--- src/rtl/core/ehvp_pkg.sv ---
// shared types and constants for the ethernet header and vlan parser
`timescale 1ns / 1ps
`default_nettype none

package ehvp_pkg;

  // record kinds on the result channel
  typedef enum logic [1:0] {
    REC_HEADER         = 2'd0,
    REC_PAYLOAD        = 2'd1,
    REC_ERR_SHORT_HDR  = 2'd2,
    REC_ERR_SHORT_VLAN = 2'd3
  } rec_type_e;

  // byte positions within the header
  localparam logic [4:0] POS_DST_END  = 5'd6;
  localparam logic [4:0] POS_SRC_END  = 5'd12;
  localparam logic [4:0] POS_TYPE_LO  = 5'd13;
  localparam logic [4:0] POS_TYPE_END = 5'd14;
  localparam logic [4:0] POS_TCI_END  = 5'd16;
  localparam logic [4:0] POS_INNER_HI = 5'd16;
  localparam logic [4:0] POS_INNER_LO = 5'd17;
  localparam logic [4:0] POS_PAYLOAD  = 5'd18;

  // tag protocol identifiers and the length limit
  localparam logic [15:0] TPID_CTAG  = 16'h8100;
  localparam logic [15:0] TPID_STAG  = 16'h88A8;
  localparam logic [15:0] MAX_LENGTH = 16'd1500;

  // one result item
  typedef struct packed {
    rec_type_e   rtype;
    logic [47:0] dst_mac;
    logic [47:0] src_mac;
    logic        tag_present;
    logic [15:0] tag_tpid;
    logic [2:0]  tag_prio;
    logic        tag_drop;
    logic [11:0] vlan_id;
    logic        is_length;
    logic [15:0] ethertype_len;
    logic [7:0]  payload_byte;
    logic        last;
  } rec_t;

endpackage

`default_nettype wire

--- src/rtl/core/ehvp_in_stage.sv ---
// input register holding one frame byte and its last flag
`timescale 1ns / 1ps
`default_nettype none

module ehvp_in_stage (
  input  wire logic       clk_i,
  input  wire logic       rst_ni,
  input  wire logic       in_valid_i,
  output logic            in_ready_o,
  input  wire logic [7:0] frame_byte_i,
  input  wire logic       frame_last_i,
  input  wire logic       step_i,
  output logic            valid_o,
  output logic [7:0]      byte_o,
  output logic            last_o
);

  logic       valid_q, valid_d;
  logic [7:0] byte_q;
  logic       last_q;
  logic       load;

  // slot is free when empty or when its item moves on this cycle
  assign in_ready_o = !valid_q || step_i;
  assign load       = in_valid_i && in_ready_o;

  always_comb begin
    valid_d = valid_q;
    if (load) begin
      valid_d = 1'b1;
    end else if (step_i) begin
      valid_d = 1'b0;
    end
  end

  always_ff @(posedge clk_i or negedge rst_ni) begin
    if (!rst_ni) begin
      valid_q <= 1'b0;
    end else begin
      valid_q <= valid_d;
    end
  end

  // payload needs no reset
  always_ff @(posedge clk_i) begin
    if (load) begin
      byte_q <= frame_byte_i;
      last_q <= frame_last_i;
    end
  end

  assign valid_o = valid_q;
  assign byte_o  = byte_q;
  assign last_o  = last_q;

endmodule

`default_nettype wire

--- src/rtl/core/ehvp_parse.sv ---
// header field capture and record forming for one byte per step
`timescale 1ns / 1ps
`default_nettype none

module ehvp_parse
  import ehvp_pkg::*;
(
  input  wire logic       clk_i,
  input  wire logic       rst_ni,
  input  wire logic       step_i,
  input  wire logic [7:0] byte_i,
  input  wire logic       last_i,
  output logic            rec_valid_o,
  output rec_t            rec_o
);

  logic [4:0]  pos_q, pos_d;
  logic [47:0] dst_q, dst_d;
  logic [47:0] src_q, src_d;
  logic [15:0] outer_q, outer_d;
  logic [15:0] tci_q, tci_d;
  logic [7:0]  inner_hi_q, inner_hi_d;
  logic        tpid_hit;
  logic        hdr_done;
  logic [15:0] type_val;

  // shift the byte into whichever header field it belongs to
  always_comb begin
    dst_d      = dst_q;
    src_d      = src_q;
    outer_d    = outer_q;
    tci_d      = tci_q;
    inner_hi_d = inner_hi_q;
    if (pos_q < POS_DST_END) begin
      dst_d = {dst_q[39:0], byte_i};
    end else if (pos_q < POS_SRC_END) begin
      src_d = {src_q[39:0], byte_i};
    end else if (pos_q < POS_TYPE_END) begin
      outer_d = {outer_q[7:0], byte_i};
    end else if (pos_q < POS_TCI_END) begin
      tci_d = {tci_q[7:0], byte_i};
    end else if (pos_q == POS_INNER_HI) begin
      inner_hi_d = byte_i;
    end
  end

  assign tpid_hit = (outer_d == TPID_CTAG) || (outer_d == TPID_STAG);
  assign hdr_done = ((pos_q == POS_TYPE_LO) && !tpid_hit) || (pos_q == POS_INNER_LO);
  assign type_val = (pos_q == POS_INNER_LO) ? {inner_hi_d, byte_i} : outer_d;

  // record and next position
  always_comb begin
    rec_o       = '0;
    rec_valid_o = 1'b0;
    pos_d       = pos_q + 5'd1;
    if (pos_q >= POS_PAYLOAD) begin
      rec_valid_o        = 1'b1;
      rec_o.rtype        = REC_PAYLOAD;
      rec_o.payload_byte = byte_i;
      rec_o.last         = last_i;
      pos_d              = last_i ? 5'd0 : POS_PAYLOAD;
    end else if (hdr_done) begin
      rec_valid_o         = 1'b1;
      rec_o.rtype         = REC_HEADER;
      rec_o.dst_mac       = dst_d;
      rec_o.src_mac       = src_d;
      rec_o.is_length     = (type_val <= MAX_LENGTH);
      rec_o.ethertype_len = type_val;
      rec_o.last          = last_i;
      if (pos_q == POS_INNER_LO) begin
        rec_o.tag_present = 1'b1;
        rec_o.tag_tpid    = outer_d;
        rec_o.tag_prio    = tci_d[15:13];
        rec_o.tag_drop    = tci_d[12];
        rec_o.vlan_id     = tci_d[11:0];
      end
      pos_d = last_i ? 5'd0 : POS_PAYLOAD;
    end else if (last_i) begin
      rec_valid_o = 1'b1;
      rec_o.rtype = (pos_q < POS_TYPE_LO) ? REC_ERR_SHORT_HDR : REC_ERR_SHORT_VLAN;
      rec_o.last  = 1'b1;
      pos_d       = 5'd0;
    end
  end

  // parser state advances only when a byte is consumed
  always_ff @(posedge clk_i or negedge rst_ni) begin
    if (!rst_ni) begin
      pos_q      <= 5'd0;
      dst_q      <= '0;
      src_q      <= '0;
      outer_q    <= '0;
      tci_q      <= '0;
      inner_hi_q <= '0;
    end else if (step_i) begin
      pos_q      <= pos_d;
      dst_q      <= dst_d;
      src_q      <= src_d;
      outer_q    <= outer_d;
      tci_q      <= tci_d;
      inner_hi_q <= inner_hi_d;
    end
  end

`ifndef SYNTHESIS
  // position never runs past the payload phase
  a_pos_range: assert property (@(posedge clk_i) disable iff (!rst_ni)
    pos_q <= POS_PAYLOAD)
    else $error("parser position out of range");

  // a final byte always sends the parser back to the frame start
  a_last_restart: assert property (@(posedge clk_i) disable iff (!rst_ni)
    step_i && last_i |=> pos_q == 5'd0)
    else $error("parser did not restart after last byte");

  // a tagged header only appears on the last inner type byte
  a_vlan_hdr_pos: assert property (@(posedge clk_i) disable iff (!rst_ni)
    rec_valid_o && rec_o.rtype == REC_HEADER && rec_o.tag_present |->
      pos_q == POS_INNER_LO)
    else $error("vlan header at wrong position");

  // every final byte yields a record
  a_last_has_rec: assert property (@(posedge clk_i) disable iff (!rst_ni)
    step_i && last_i |-> rec_valid_o && rec_o.last)
    else $error("final byte without final record");
`endif

endmodule

`default_nettype wire

--- src/rtl/core/ehvp_out_stage.sv ---
// result register holding one record until it is taken
`timescale 1ns / 1ps
`default_nettype none

module ehvp_out_stage
  import ehvp_pkg::*;
(
  input  wire logic clk_i,
  input  wire logic rst_ni,
  input  wire logic load_i,
  input  rec_t      rec_i,
  output logic      free_o,
  output logic      out_valid_o,
  input  wire logic out_ready_i,
  output rec_t      rec_o
);

  logic valid_q, valid_d;
  rec_t rec_q;

  // room for a new record when empty or being drained now
  assign free_o = !valid_q || out_ready_i;

  always_comb begin
    valid_d = valid_q;
    if (load_i) begin
      valid_d = 1'b1;
    end else if (out_ready_i) begin
      valid_d = 1'b0;
    end
  end

  always_ff @(posedge clk_i or negedge rst_ni) begin
    if (!rst_ni) begin
      valid_q <= 1'b0;
    end else begin
      valid_q <= valid_d;
    end
  end

  always_ff @(posedge clk_i) begin
    if (load_i) begin
      rec_q <= rec_i;
    end
  end

  assign out_valid_o = valid_q;
  assign rec_o       = rec_q;

endmodule

`default_nettype wire

--- src/rtl/core/ethernet_header_vlan_parser.sv ---
// top level of the ethernet header parser with one vlan tag
`timescale 1ns / 1ps
`default_nettype none

// Takes a frame one byte per item and accepts a byte every cycle when the
// result side keeps up. Each byte passes an input register and then the
// field capture logic into a result register, so a record is offered only
// after its byte has left the input register. Header bytes give no record,
// except the one that completes the header (byte 13 untagged, byte 17 tagged)
// which gives the header record; every later byte gives a payload record, and
// a frame that ends inside the header gives one error record. A stalled result
// register holds the input register, which in turn drops in_ready_o.
module ethernet_header_vlan_parser
  import ehvp_pkg::*;
(
  input  wire logic        clk_i,
  input  wire logic        rst_ni,
  input  wire logic        in_valid_i,
  output logic             in_ready_o,
  input  wire logic [7:0]  frame_byte_i,
  input  wire logic        frame_last_i,
  output logic             out_valid_o,
  input  wire logic        out_ready_i,
  output logic [1:0]       record_type_o,
  output logic [47:0]      dst_mac_o,
  output logic [47:0]      src_mac_o,
  output logic             tag_present_o,
  output logic [15:0]      tag_tpid_o,
  output logic [2:0]       tag_prio_o,
  output logic             tag_drop_o,
  output logic [11:0]      vlan_id_o,
  output logic             is_length_o,
  output logic [15:0]      ethertype_len_o,
  output logic [7:0]       payload_byte_o,
  output logic             record_last_o
);

  logic       stage_valid;
  logic [7:0] stage_byte;
  logic       stage_last;
  logic       out_free;
  logic       step;
  logic       rec_valid;
  rec_t       rec;
  rec_t       rec_out;

  // a held item moves on whenever the result register can take its record
  assign step = stage_valid && out_free;

  ehvp_in_stage u_in (
    .clk_i        (clk_i),
    .rst_ni       (rst_ni),
    .in_valid_i   (in_valid_i),
    .in_ready_o   (in_ready_o),
    .frame_byte_i (frame_byte_i),
    .frame_last_i (frame_last_i),
    .step_i       (step),
    .valid_o      (stage_valid),
    .byte_o       (stage_byte),
    .last_o       (stage_last)
  );

  ehvp_parse u_parse (
    .clk_i       (clk_i),
    .rst_ni      (rst_ni),
    .step_i      (step),
    .byte_i      (stage_byte),
    .last_i      (stage_last),
    .rec_valid_o (rec_valid),
    .rec_o       (rec)
  );

  ehvp_out_stage u_out (
    .clk_i       (clk_i),
    .rst_ni      (rst_ni),
    .load_i      (step && rec_valid),
    .rec_i       (rec),
    .free_o      (out_free),
    .out_valid_o (out_valid_o),
    .out_ready_i (out_ready_i),
    .rec_o       (rec_out)
  );

  // unpack the record onto its ports
  assign record_type_o   = rec_out.rtype;
  assign dst_mac_o       = rec_out.dst_mac;
  assign src_mac_o       = rec_out.src_mac;
  assign tag_present_o   = rec_out.tag_present;
  assign tag_tpid_o      = rec_out.tag_tpid;
  assign tag_prio_o      = rec_out.tag_prio;
  assign tag_drop_o      = rec_out.tag_drop;
  assign vlan_id_o       = rec_out.vlan_id;
  assign is_length_o     = rec_out.is_length;
  assign ethertype_len_o = rec_out.ethertype_len;
  assign payload_byte_o  = rec_out.payload_byte;
  assign record_last_o   = rec_out.last;

endmodule

`default_nettype wire

--- config.mk ---
export PLATFORM = sky130hd
export DESIGN_NAME = ethernet_header_vlan_parser
export DESIGN_NICKNAME = d
export VERILOG_FILES = /design/src/rtl/core/ehvp_pkg.sv /design/src/rtl/core/ehvp_in_stage.sv /design/src/rtl/core/ehvp_parse.sv /design/src/rtl/core/ehvp_out_stage.sv /design/src/rtl/core/ethernet_header_vlan_parser.sv
export SDC_FILE = /design/constraint.sdc
export NUM_CORES = 1
export LEC_CHECK = 0
export ABC_AREA = 0
export BUFFER_PORTS_ARGS = -buffer_cell sky130_fd_sc_hd__clkbuf_2
export CAP_MARGIN = 30
export CORE_AREA = 2 2 193 195
export DETAILED_ROUTE_END_ITERATION = 6
export DIE_AREA = 0 0 195 197
export HOLD_SLACK_MARGIN = 0.15
export PLACE_DENSITY = 0.55
export SYNTH_ARGS = -nofsm -noshare
export SYNTH_HDL_FRONTEND = slang
export SYNTH_SLANG_ARGS = --single-unit
--- constraint.sdc ---
create_clock -name clk_i -period 12.8 [get_ports clk_i]
set_clock_uncertainty 0.05 [all_clocks]
set_input_delay 0.64 -clock clk_i [delete_from_list [all_inputs] [get_ports clk_i]]
set_output_delay 0.64 -clock clk_i [all_outputs]
set_load 0.03 [all_outputs]
# Word level (Yosys, flattened, before mapping)

Index checks and enable logic that the tools add are counted.

Register bits: 309
Output and inout port bits: 159
Logic and storage cells: 88
Bits of input ports: 13

Bitwise operators: 3
Order comparisons: 7
Mux-type cells: 33
Equal/unequal tests: 5
Add/sub/neg operators: 1
Reduce and logical (&&, ||, !) cells: 16

Operators by type and width:

| cell                 | count |
|---|---|
| $mux 48              | 3 |
| $mux 16              | 8 |
| $mux 8               | 5 |
| $mux 33              | 1 |
| $eq 16x16->1 const B | 2 |
| $mux 5               | 4 |
| $le 16x11->1 const B | 1 |
| $lt 5x4->1 const B   | 3 |
| $mux 1               | 12 |
| $eq 5x5->1 const B   | 2 |
| $reduce_or 3->1      | 2 |
| $add 5x1->5 const B  | 1 |
| $eq 5x4->1 const B   | 1 |
| $ge 5x5->1 const B   | 1 |
| $lt 5x3->1 const B   | 1 |
| $lt 5x5->1 const B   | 1 |
| $logic_and 1x1->1    | 4 |
| $logic_or 1x1->1     | 4 |
| $reduce_bool 2->1    | 2 |
| $logic_not 1->1      | 3 |
| $not 1->1            | 3 |
| $reduce_or 2->1      | 1 |

# Depth between registers and ports, before layout

Gate-level depths: netlist of run 1.

Depth in word-level cells: 13
Mapped depth: 11
Mapped depth without buffers: 8

# Hierarchy

A second synthesis of run 1 with hierarchy kept.

Cells, all modules: 1,023
Area total of the unflattened synthesis: 12,973.7 µm²

By module, submodules not included:

| module                      | cells each | sequential area each (µm²) | instances | area each (µm²) |
|---|---|---|---|---|
| ehvp_parse                  | 848        | 3,528.4                    | 1         | 7,875.1 |
| ehvp_out_stage              | 160        | 4,739.5                    | 1         | 4,762.1 |
| ehvp_in_stage               | 13         | 295.3                      | 1         | 324.1 |
| ethernet_header_vlan_parser | 2          | 0.0                        | 1         | 12.5 |

# Worst setup path after synthesis of run 1

Ideal clock, no wire load.

Path kind: reg-to-reg
Start: register u_parse.pos_q[1]
End: register u_out.rec_q (netlist bit u_out.rec_o[0]) (enable)
Setup slack: 3.909 ns
Library setup time: 0.676 ns
Stages on the path, launching flop included: 7
Arrival: 8.165 ns
Required time: 12.074 ns
Period minus slack after synthesis: 8.891 ns
Cell sequence: dfrtp_1 buf_4 and4bb_1 buf_2 mux4_2 a22o_1 nor2_1

Cells in the longest elaborated chain, start to end: 12
Elaborated cells on any way between the ends: 18
Classes of those cells: 4 x order compare; 4 x eq/ne; 5 x mux; 5 x reduce/logical

Ends and longest elaborated chain:

| element                | RTL line                          | RTL |
|---|---|---|
| from (decl)            | ehvp_parse.sv:17                  | `logic [4:0] pos_q, pos_d;` |
| from (signal assigned) | ehvp_parse.sv:96                  | `pos_q <= pos_d;` |
| $lt 5x4->1             | ehvp_parse.sv:38                  | `end else if (pos_q < POS_TYPE_END) begin` |
| $mux 16                | ehvp_parse.sv:38                  |  |
| $mux 16                | ehvp_parse.sv:36                  | `end else if (pos_q < POS_SRC_END) begin` |
| $mux 16                | ehvp_parse.sv:34                  | `if (pos_q < POS_DST_END) begin` |
| $eq 16x16->1           | ehvp_parse.sv:47                  | `assign tpid_hit = (outer_d == TPID_CTAG) \|\| (outer_d == TPID_STAG);` |
| $logic_or 1x1->1       | ehvp_parse.sv:47                  |  |
| $logic_not 1->1        | ehvp_parse.sv:48                  | `assign hdr_done = ((pos_q == POS_TYPE_LO) && !tpid_hit) \|\| (pos_q == POS_INNER_LO);` |
| $logic_and 1x1->1      | ehvp_parse.sv:48                  |  |
| $logic_or 1x1->1       | ehvp_parse.sv:48                  |  |
| $mux 1                 | ehvp_parse.sv:62                  | `end else if (hdr_done) begin` |
| $mux 1 *               | ehvp_parse.sv:56                  | `if (pos_q >= POS_PAYLOAD) begin` |
| $logic_and 1x1->1 *    | ethernet_header_vlan_parser.sv:76 | `.load_i (step && rec_valid),` |
| named net u_out.load_i | ehvp_out_stage.sv:10              | `input wire logic load_i,` |
| to (signal assigned)   | ehvp_out_stage.sv:43              | `rec_q <= rec_i;` |
| to (decl)              | ehvp_out_stage.sv:19              | `rec_t rec_q;` |

The timed path passes the listed nets; every way through them passes the cells marked *.
A chain may end at the register's enable or synchronous reset.

# Final worst setup path of run 1

Start: register u_parse.pos_q[4]
End: register u_out.rec_q (netlist bit u_out.rec_o[35]) (enable)

The elaborated chain is that of the path after synthesis.

==> results.toml, run 1 <==
[status]
status = "finished, final reports clean"

[setup_path]
required_ps = 12880
cp_max_fo = 58
end_kind = "flip-flop"
arrival_ps = 4340
critical_path_class = "flip-flop to flip-flop"
cp-start-kind = "flip-flop"

[global_route]
grt_usage_pct = 16.0
antenna_found_initial = 0
grt_overflow = 0
grt_pass1_vias = 8181
grt_pass1_wl_um = 47900
grt_max_degree = 73

[power]
p_total_w = 0.00281
power_density_mw_per_mm2 = 183
power.leakage_nw = 6.25
vdd_drop_max_v = 0.0000759

[clocking]
htreeDepth = 2
cts-resized-gates = 0
clock_latency_ps = 510
tritoncts = "yes"
clk_pin_slew_ps = 60
cts_made_buffers = 34
postCtsSetupBuffers = 0
clk_path_buf_depth = 3
clock-sinks = 309
cts_root_buf = "clkbuf_16"
postCtsHoldBufs = 1

[final_layout]
nNetsFinal = 1183
area_growth_pct = 19.3
regArea_mm2 = 0.00856
nFillCells = 3419
fin_area_mm2 = 0.0154
multiInputGateArea_mm2 = 0.00402
diodes = 0
drive_gt1_share_pct = 32.6

[timing]
min_period_ps = 4260
fmax_mhz = 235
rsz0062_at_grt = "false"
setup_violations = 0
period_share_pct = 33.2
slew_headroom_pct = 36.9
tns_ps = 0
slew_viol_final = 0
finalHoldViolations = 0
worst_pin_slew_ps = 944

[route]
vias_per_cell = 4.93
wl_per_cell_um = 18.6
vias = 8186
route.detailed.drc = 0
ant_nets = 0
drtIter0Drc = 591
drt_pass1_iterations = 4
wl_um = 31000

[synthesis]
synth-simple-area-share_pct = 11.4
synth_most_common_cell = "nand2_1"
yosysSeqAreaShare_pct = 66.4
yosysWarningCount = 0
synth_top_area_share_pct = 38.7
synthXorXnorAreaFrac_pct = 0
synth-seq-cells = 309
avgSynthCellArea_um2 = 12.7
postSynthCellCount = 1017
synthTopCellsByArea = "edfxtp_1 (39%), dfrtp_1 (28%), mux2_2 (11%), nand2_1 (6.9%), a21oi_1 (3.5%)"
synth_nets = 1032
post_synth_mux_area_share_pct = 12.3
synth_compound_area_share_pct = 7.00
synth-adder-area-share_pct = 0.194
async_reset_ff_share_pct = 46.3
synthFlopType = "edfxtp_1"
syn_area_mm2 = 0.0129
synth_edf_count = 166
synth.largest_area_cell = "edfxtp_1"
synth_common_cells = "nand2_1 (237), edfxtp_1 (166), dfrtp_1 (143), mux2_2 (123), a21oi_1 (90)"
synth_top_family_by_area = "multiplexers"
synth.distinct_cells = 47

[die]
coreArea_mm2 = 0.0363
dieArea_mm2 = 0.0384
io_pins = 172
initial_utilization_pct = 35.6
placementRows = 70
die_w_um = 195
die_h_um = 197

[min_path]
hp-class = "primary input to flip-flop"

[placed_design]
place.gp.congestion = 0.826
dpl_cell_area_mm2 = 0.0142
hpwl_um = 19200
port_buffers = 171

[job]
maxCapViolations = 0
## through the flow
stage / hold slack [ps] / worst slack (ps) / utilization (%) / std cells
5_1_grt: 245 / 8280 / 42.4 / 1662
2_1_floorplan: 294 / 3910 / - / 1017
6_report: 256 / 8540 / 42.4 / 1662
3_5_place_dp: 421 / 8380 / 39.1 / 1597
3_3_place_gp: 413 / 8420 / 38.9 / 1595
4_1_cts: 237 / 8320 / 42.3 / 1660
## worst paths after layout
path	from	endpoint	slack [ps]	cells after the start
worst max register to register	u_parse.pos_q[4]	u_out.rec_o[35]	8540	5
max in group asynchronous	rst_ni	u_parse.tci_q[13]	10850	4
worst max-delay path	u_parse.pos_q[4]	u_out.rec_o[35]	8540	5
worst min register to register	u_parse.inner_hi_q[0]	u_parse.inner_hi_q[0]	440	2
worst min-delay path	frame_byte_i[1]	u_in.byte_o[1]	260	1
min in group asynchronous	rst_ni	u_in.valid_o	660	2
## metal layers
| layer | GRT usage (%) | vias up | share of wire (%) |
|---|---|---|---|
| met3 | 2.55 | 42 | 5.0 |
| met2 | 26.4 | 218 | 48 |
| met5 | 0 | - | 0 |
| li1 | - | 3872 | - |
| met1 | 21.8 | 4054 | 44 |
| met4 | 5.23 | 0 | 2.1 |
## cell usage in the layout (no fill, tap or decap), types with 2 or more instances in the layout
| master | count |
|---|---|
| buf_12 | 2 |
| bufinv_16 | 3 |
| edfxtp_1 | 166 |
| or3_1 | 2 |
| ha_1 | 2 |
| a21oi_2 | 20 |
| o21a_1 | 2 |
| mux2_2 | 123 |
| o2111a_1 | 3 |
| nand2_1 | 235 |
| clkbuf_8 | 4 |
| and4b_1 | 2 |
| nand2_2 | 2 |
| nor3_1 | 4 |
| a21oi_1 | 90 |
| nor2_1 | 26 |
| clkinv_2 | 5 |
| dfrtp_1 | 143 |
| nor4_1 | 2 |
| clkbuf_2 | 170 |
| o21ai_0 | 24 |
| buf_16 | 2 |
| nand2b_1 | 5 |
| nor4b_1 | 3 |
| clkbuf_1 | 10 |
| nand3_1 | 3 |
| inv_1 | 7 |
| nor2_4 | 2 |
| clkbuf_16 | 37 |
| buf_4 | 8 |
| and2_1 | 38 |
| mux2i_1 | 18 |
| or2_2 | 2 |
| o22ai_1 | 3 |
## registers in the layout, indices dropped and copies added (netlist names)
signal / flops
u_out.rec_o: 157
u_parse.dst_q: 48
u_parse.src_q: 48
u_parse.outer_q: 16
u_parse.tci_q: 16
u_in.byte_o: 8
u_parse.inner_hi_q: 8
u_parse.pos_q: 5
u_in.last_o: 1
u_in.valid_o: 1
u_out.out_valid_o: 1
## power breakdown
group / switching, W / internal [W]
Sequential: 0.000171 / 0.00123
Clock: 0.000387 / 0.000612
Combinational: 0.000226 / 0.000182
## critical path: stages (launching register included)
cell      delay [ps]
dfrtp_1          530
and4bb_1         850
mux4_2           610
a22o_1           290
nor2_4           740
buf_4            710
## area by class of cell
cell class / instances / share of cell area (%)
clock buffers: 51 / 6.62
multi-input cells: 632 / 26.2
clock inverters: 11 / 0.879
flip-flops and latches: 309 / 55.7
repair buffers: 184 / 6.68
well taps: 468 / 3.81
inverters: 7 / 0.171
## cells by family (layout without fill, tap and decap cells)
logic type / after synthesis / count (layout)
simple gates: 335 / 335
fa+ha+maj: 2 / 2
compound gates: 153 / 153
buf+inv: 76 / 253
mux: 142 / 142
flops: 309 / 309
Note: power is estimated with default switching activity, not from simulation.
==> run 2: changes to the inputs <==
--- a/config.mk
+++ b/config.mk
@@ -5,7 +5,7 @@
 export SDC_FILE = /design/constraint.sdc
 export NUM_CORES = 1
 export LEC_CHECK = 0
-export ABC_AREA = 0
+export ABC_AREA = 1
 export BUFFER_PORTS_ARGS = -buffer_cell sky130_fd_sc_hd__clkbuf_2
 export CAP_MARGIN = 30
 export CORE_AREA = 2 2 193 195
==> constraint.sdc (replaced) <==
create_clock -name clk_i -period 4.4 [get_ports clk_i]
set_clock_uncertainty 0.05 [all_clocks]
set_input_delay 0.22 -clock clk_i [delete_from_list [all_inputs] [get_ports clk_i]]
set_output_delay 0.22 -clock clk_i [all_outputs]
set_load 0.03 [all_outputs]
==> results.toml, run 2 <==
[status]
status = "finished, final reports clean"

[setup_path]
rr_worst_depth = 14
crit_family = "simple AND/OR/NAND/NOR gates"
required_ps = 4610
cp-start-kind = "flip-flop"
end_kind = "flip-flop"
slowest_delay_ps = 500
reg2reg_slack_ps = 1140
path_depth = 14
arrival_ps = 3480
r2r-end = "u_out.rec_o[62]"
critical_path_class = "flip-flop to flip-flop"
cp_max_fo = 49
path_cells = "inv_2 -> nor2_4 -> nand2_4 -> nand2_1 -> nand2_1 -> nor2_1 -> nand3_1 -> nor2_1 -> nand2_1 -> nand2_2 -> nand2_2 -> nand2_4 -> buf_4 -> nor2_1"
cp_slowest_cell = "nand2_4"
worst-path-buf-inv = 2
reg2reg_from = "u_parse.pos_q[3]"

[timing]
slew_viol_final = 0
fmax_mhz = 306
layout_setup_ws_ps = 1140
slew_headroom_pct = 17.9
setup_violations = 0
min_period_ps = 3260
tns_ps = 0
finalHoldViolations = 0
worst_pin_slew_ps = 1230
period_share_pct = 74.2
rsz0062_at_grt = "false"

[clocking]
tritoncts = "yes"
clk_path_buf_depth = 3
cts_made_buffers = 35
cts_root_buf = "clkbuf_16"
clk_pin_slew_ps = 60
clock-sinks = 309
clock_latency_ps = 520
htreeDepth = 2

[die]
placementRows = 70
io_pins = 172
initial_utilization_pct = 35.8
die_w_um = 195
dieArea_mm2 = 0.0384
die_h_um = 197
coreArea_mm2 = 0.0363

[synthesis]
yosysSeqAreaShare_pct = 66.0
synth.distinct_cells = 28
synth_edf_count = 166
synth.largest_area_cell = "edfxtp_1"
yosysWarningCount = 0
synth_common_cells = "nand2_1 (302), nor2_1 (225), o21ai_0 (195), edfxtp_1 (166), dfrtp_1 (143)"
synthXorXnorAreaFrac_pct = 0.135
synth_top_area_share_pct = 38.4
post_synth_mux_area_share_pct = 0.772
synth-adder-area-share_pct = 0.193
syn_area_mm2 = 0.0130
synth_top_family_by_area = "simple AND/OR/NAND/NOR gates"
synthFlopType = "edfxtp_1"
synth_most_common_cell = "nand2_1"
synth_nets = 1334
synth-simple-area-share_pct = 17.1
async_reset_ff_share_pct = 46.3
synthTopCellsByArea = "edfxtp_1 (38%), dfrtp_1 (28%), nand2_1 (8.7%), o21ai_0 (7.5%), nor2_1 (6.5%)"
postSynthCellCount = 1319
avgSynthCellArea_um2 = 9.83
synth_compound_area_share_pct = 10.3
synth-seq-cells = 309

[route]
wl_um = 32500
drt_pass1_iterations = 5
vias_per_cell = 4.80
drtIter0Drc = 762
vias = 9479
wl_per_cell_um = 16.5
ant_nets = 0
route.detailed.drc = 0

[job]
maxCapViolations = 0

[final_layout]
layout.cells.most_common = "nand2_1"
postLayoutCoreUtil_pct = 42.9
nNetsFinal = 1493
mostFrequentLayoutCells = "nand2_1 (300), nor2_1 (225), o21ai_0 (195), clkbuf_2 (170), edfxtp_1 (166)"
drive_gt1_share_pct = 17.0
instances_no_fill = 1973
diodes = 0
largest_reg_flops = 157
nFillCells = 3584
area_growth_pct = 20.0

[global_route]
grt_pass1_wl_um = 51600
grt_max_degree = 265
grt_usage_pct = 17.0
antenna_found_initial = 0
grt_pass1_vias = 9188
grt_overflow = 0

[min_path]
hp-class = "primary input to async pin"

[power]
power_density_mw_per_mm2 = 565
vdd_drop_max_v = 0.000241
power.leakage_nw = 6.67

[placed_design]
hpwl_um = 21000
place_ws_ps = 1160
place.gp.congestion = 0.830
post-place-cells = 1895
port_buffers = 171
## run 2: cell count changes after synthesis, moves of 8 or more
cell,previous run,this run
nor2_1,28,225
a21oi_1,90,62
buf_2,17,7
clkbuf_1,44,53
nand3_1,3,31
inv_1,7,83
mux2i_1,18,10
mux2_2,123,0
and2_1,39,0
a21oi_2,20,0
nand2_1,237,302
o21ai_0,24,195
## run 2: metal layers
metal | track usage [%] | vias up | routed length [µm]
met5 | 0 | - | 0
met4 | 5.09 | 0 | 764
met3 | 3.37 | 52 | 1720
met2 | 26.3 | 234 | 14700
met1 | 24.2 | 4531 | 15300
li1 | - | 4662 | -
## run 2: what timing repair did
action | 4_1_cts | 5_1_grt
hold endpoints to repair | 82 | 0
gates resized for setup | 0 | 0
endpoints found under the setup margin | 0 | 0
hold buffers | 14 | 0
buffers inserted | 0 | 0
## run 2: worst max path at each step
stage                           from               to  slack (ps)
floorplan           u_parse.pos_q[3]   u_out.rec_o[0]          30
global placement    u_parse.pos_q[3]  u_out.rec_o[22]        1200
detailed placement  u_parse.pos_q[3]  u_out.rec_o[62]        1160
CTS                 u_parse.pos_q[3]  u_out.rec_o[78]        1140
global route        u_parse.pos_q[3]  u_out.rec_o[62]         800
finish              u_parse.pos_q[3]  u_out.rec_o[62]        1140
## run 2: through the flow
stage / hold slack, ps / power, W / instance area, µm²
2_1_floorplan: -126 / 0.00537 / 13000
4_1_cts: 292 / 0.00890 / 15600
3_5_place_dp: 259 / 0.00597 / 14300
3_3_place_gp: 275 / 0.00593 / 14200
5_1_grt: 325 / 0.00935 / 15600
6_report: 261 / 0.00880 / 15600
## run 2: cell type report
class                   count  area (µm²)  area share [%]
clock buffers              51        1070            6.87
well taps                 468         586            3.76
clock inverters            13        87.6           0.563
inverters                  87         330            2.12
flip-flops and latches    309        8560            55.1
repair buffers            198        1180            7.57
multi-input cells         847        3740            24.1
## run 2: cells by family (layout without fill, tap and decap cells)
group           count (synthesis)  count (layout)
compound gates                265             265
buf+inv                       163             349
flops                         309             309
simple gates                  568             568
mux                            10              10
xor+xnor                        2               2
fa+ha+maj                       2               2
## run 2: where the power goes
group          internal, W  switching [W]  total (W)
Sequential         0.00365       0.000368    0.00402
Clock              0.00170        0.00118    0.00288
Combinational     0.000563        0.00134    0.00190
Total              0.00591        0.00289    0.00880
==> run 3: changes to the inputs <==
==> constraint.sdc (replaced) <==
create_clock -name clk_i -period 3.2 [get_ports clk_i]
set_clock_uncertainty 0.05 [all_clocks]
set_input_delay 0.16 -clock clk_i [delete_from_list [all_inputs] [get_ports clk_i]]
set_output_delay 0.16 -clock clk_i [all_outputs]
set_load 0.03 [all_outputs]
==> results.toml, run 3 (synthesis results as in run 2) <==
[route]
wl_um = 33300
drtIter0Drc = 840
wl_per_cell_um = 16.8
vias = 9620
ant_nets = 0
route.detailed.drc = 0
drt_pass1_iterations = 5
vias_per_cell = 4.85

[setup_path]
critical_path_class = "flip-flop to flip-flop"
end_kind = "flip-flop"
cp-start-kind = "flip-flop"
path_cells = "inv_2 -> nor2_8 -> nand2_4 -> nand2_1 -> nand2_1 -> nand2_1 -> nor2_1 -> nand2_1 -> nand2_1 -> nand2_1 -> nand2_2 -> nand3_2 -> nand2_2 -> clkinvlp_4 -> buf_12"
cp_slowest_cell = "dfrtp_1"
path_common_cell = "nand2_1"
arrival_ps = 2960
cp_max_fo = 60
required_ps = 3320
reg2reg_slack_ps = 370
slowest_delay_ps = 400

[final_layout]
nNetsFinal = 1504
nFillCells = 3586
postLayoutCoreUtil_pct = 43.2
regArea_mm2 = 0.00856
fin_area_mm2 = 0.0157
drive_gt1_share_pct = 17.4
multiInputGateArea_mm2 = 0.00376
mostFrequentLayoutCells = "nand2_1 (297), nor2_1 (225), o21ai_0 (195), clkbuf_2 (170), edfxtp_1 (166)"
layout.cells.most_common = "nand2_1"
area_growth_pct = 20.7
largest_reg_flops = 157

[clocking]
cts-resized-gates = 0
clk_path_buf_depth = 3
clock-sinks = 309
clk_pin_slew_ps = 60
clock_latency_ps = 520
cts_root_buf = "clkbuf_16"
postCtsHoldBufs = 14
tritoncts = "yes"
htreeDepth = 2
cts_made_buffers = 35
postCtsSetupBuffers = 0

[placed_design]
place_ws_ps = 412
hpwl_um = 21700
place.gp.congestion = 0.874
port_buffers = 171
dpl_cell_area_mm2 = 0.0144

[power]
power.leakage_nw = 6.72
pwr-share-clk_pct = 32.5
p_seq_share_pct = 45.6
combPwrFrac_pct = 21.8
vdd_drop_max_v = 0.000303
power_density_mw_per_mm2 = 774
p_int_w = 0.00817
p_total_w = 0.0121
swShare_pct = 32.6
p_sw_w = 0.00395

[timing]
slew_headroom_pct = 10.8
slew_viol_final = 0
period_share_pct = 88.6
fmax_mhz = 353
tns_ps = 0
layout_setup_ws_ps = 366
min_period_ps = 2830
worst_pin_slew_ps = 1340
setup_violations = 0
finalHoldViolations = 0
rsz0062_at_grt = "false"

[global_route]
grt_max_degree = 265
met2_usage_pct = 27.1
busiest_layer = "met2"
grt.met1_usage_pct = 24.8
use_met3_pct = 3.71
grt_pass1_wl_um = 52500
grt_pass1_vias = 9376
grt_overflow = 0
grt_usage_pct = 17.4
antenna_found_initial = 2

[die]
initial_utilization_pct = 35.8
io_pins = 172
dieArea_mm2 = 0.0384
die_h_um = 197
placementRows = 70
die_w_um = 195
coreArea_mm2 = 0.0363

[min_path]
hp-class = "primary input to async pin"

[status]
status = "finished, final reports clean"

[job]
maxCapViolations = 0
-- run 3: changes by cell type in the layout (fill, tap and decap cells not counted), moves of 2 or more --
| cell | previous run | this run |
|---|---|---|
| buf_4 | 8 | 16 |
| clkbuf_1 | 5 | 8 |
| buf_12 | 3 | 6 |
| diode_2 | 0 | 2 |
| clkbuf_8 | 9 | 3 |
| clkinv_1 | 4 | 6 |
| bufinv_16 | 0 | 2 |
| nand2_4 | 3 | 5 |
| nand2_1 | 300 | 297 |
| clkinvlp_4 | 4 | 1 |
-- run 3: area by class of cell --
type / instances / area share [%]
flip-flops and latches: 309 / 54.7
multi-input cells: 847 / 24.0
repair buffers: 209 / 8.29
inverters: 87 / 2.11
well taps: 468 / 3.74
clock inverters: 13 / 0.719
clock buffers: 48 / 6.37
diodes: 2 / 0.0320
-- run 3: metrics by stage --
step           cells  hold WS, ps
6_report        1983          148
3_5_place_dp    1906          143
4_1_cts         1981          174
2_1_floorplan   1319         -186
3_3_place_gp    1904          143
5_1_grt         1983          178
-- run 3: final timing paths --
check                                             end  cells past startpoint                  start
worst max-delay path                  u_out.rec_o[68]                     15       u_parse.pos_q[2]
min in group clk_i                     u_in.byte_o[4]                      2        frame_byte_i[4]
max in group asynchronous           u_parse.dst_q[44]                      3                 rst_ni
worst min-delay path                 u_parse.tci_q[7]                      2                 rst_ni
worst max register to register        u_out.rec_o[68]                     15       u_parse.pos_q[2]
worst min register to register  u_parse.inner_hi_q[3]                      2  u_parse.inner_hi_q[3]
-- run 3: critical path: cells and delay by family, from the launching register on --
family | cells | cell delay (ps)
DFF | 1 | 400
and+or+nand+nor | 12 | 1390
buffers and inverters | 3 | 560
-- run 3: power groups by stage --
stage	Combinational [W]	Sequential (W)	Clock, W
6_report	0.00265	0.00553	0.00394
2_1_floorplan	0.00168	0.00573	0
4_1_cts	0.00268	0.00553	0.00405
3_5_place_dp	0.00264	0.00560	0
5_1_grt	0.00305	0.00563	0.00421
3_3_place_gp	0.00258	0.00558	0
-- run 3: metal layers --
| metal | vias up | routed length (µm) |
|---|---|---|
| li1 | 4682 | - |
| met1 | 4597 | 15600 |
| met2 | 292 | 15000 |
| met3 | 49 | 2030 |
| met4 | 0 | 665 |
| met5 | - | 0 |
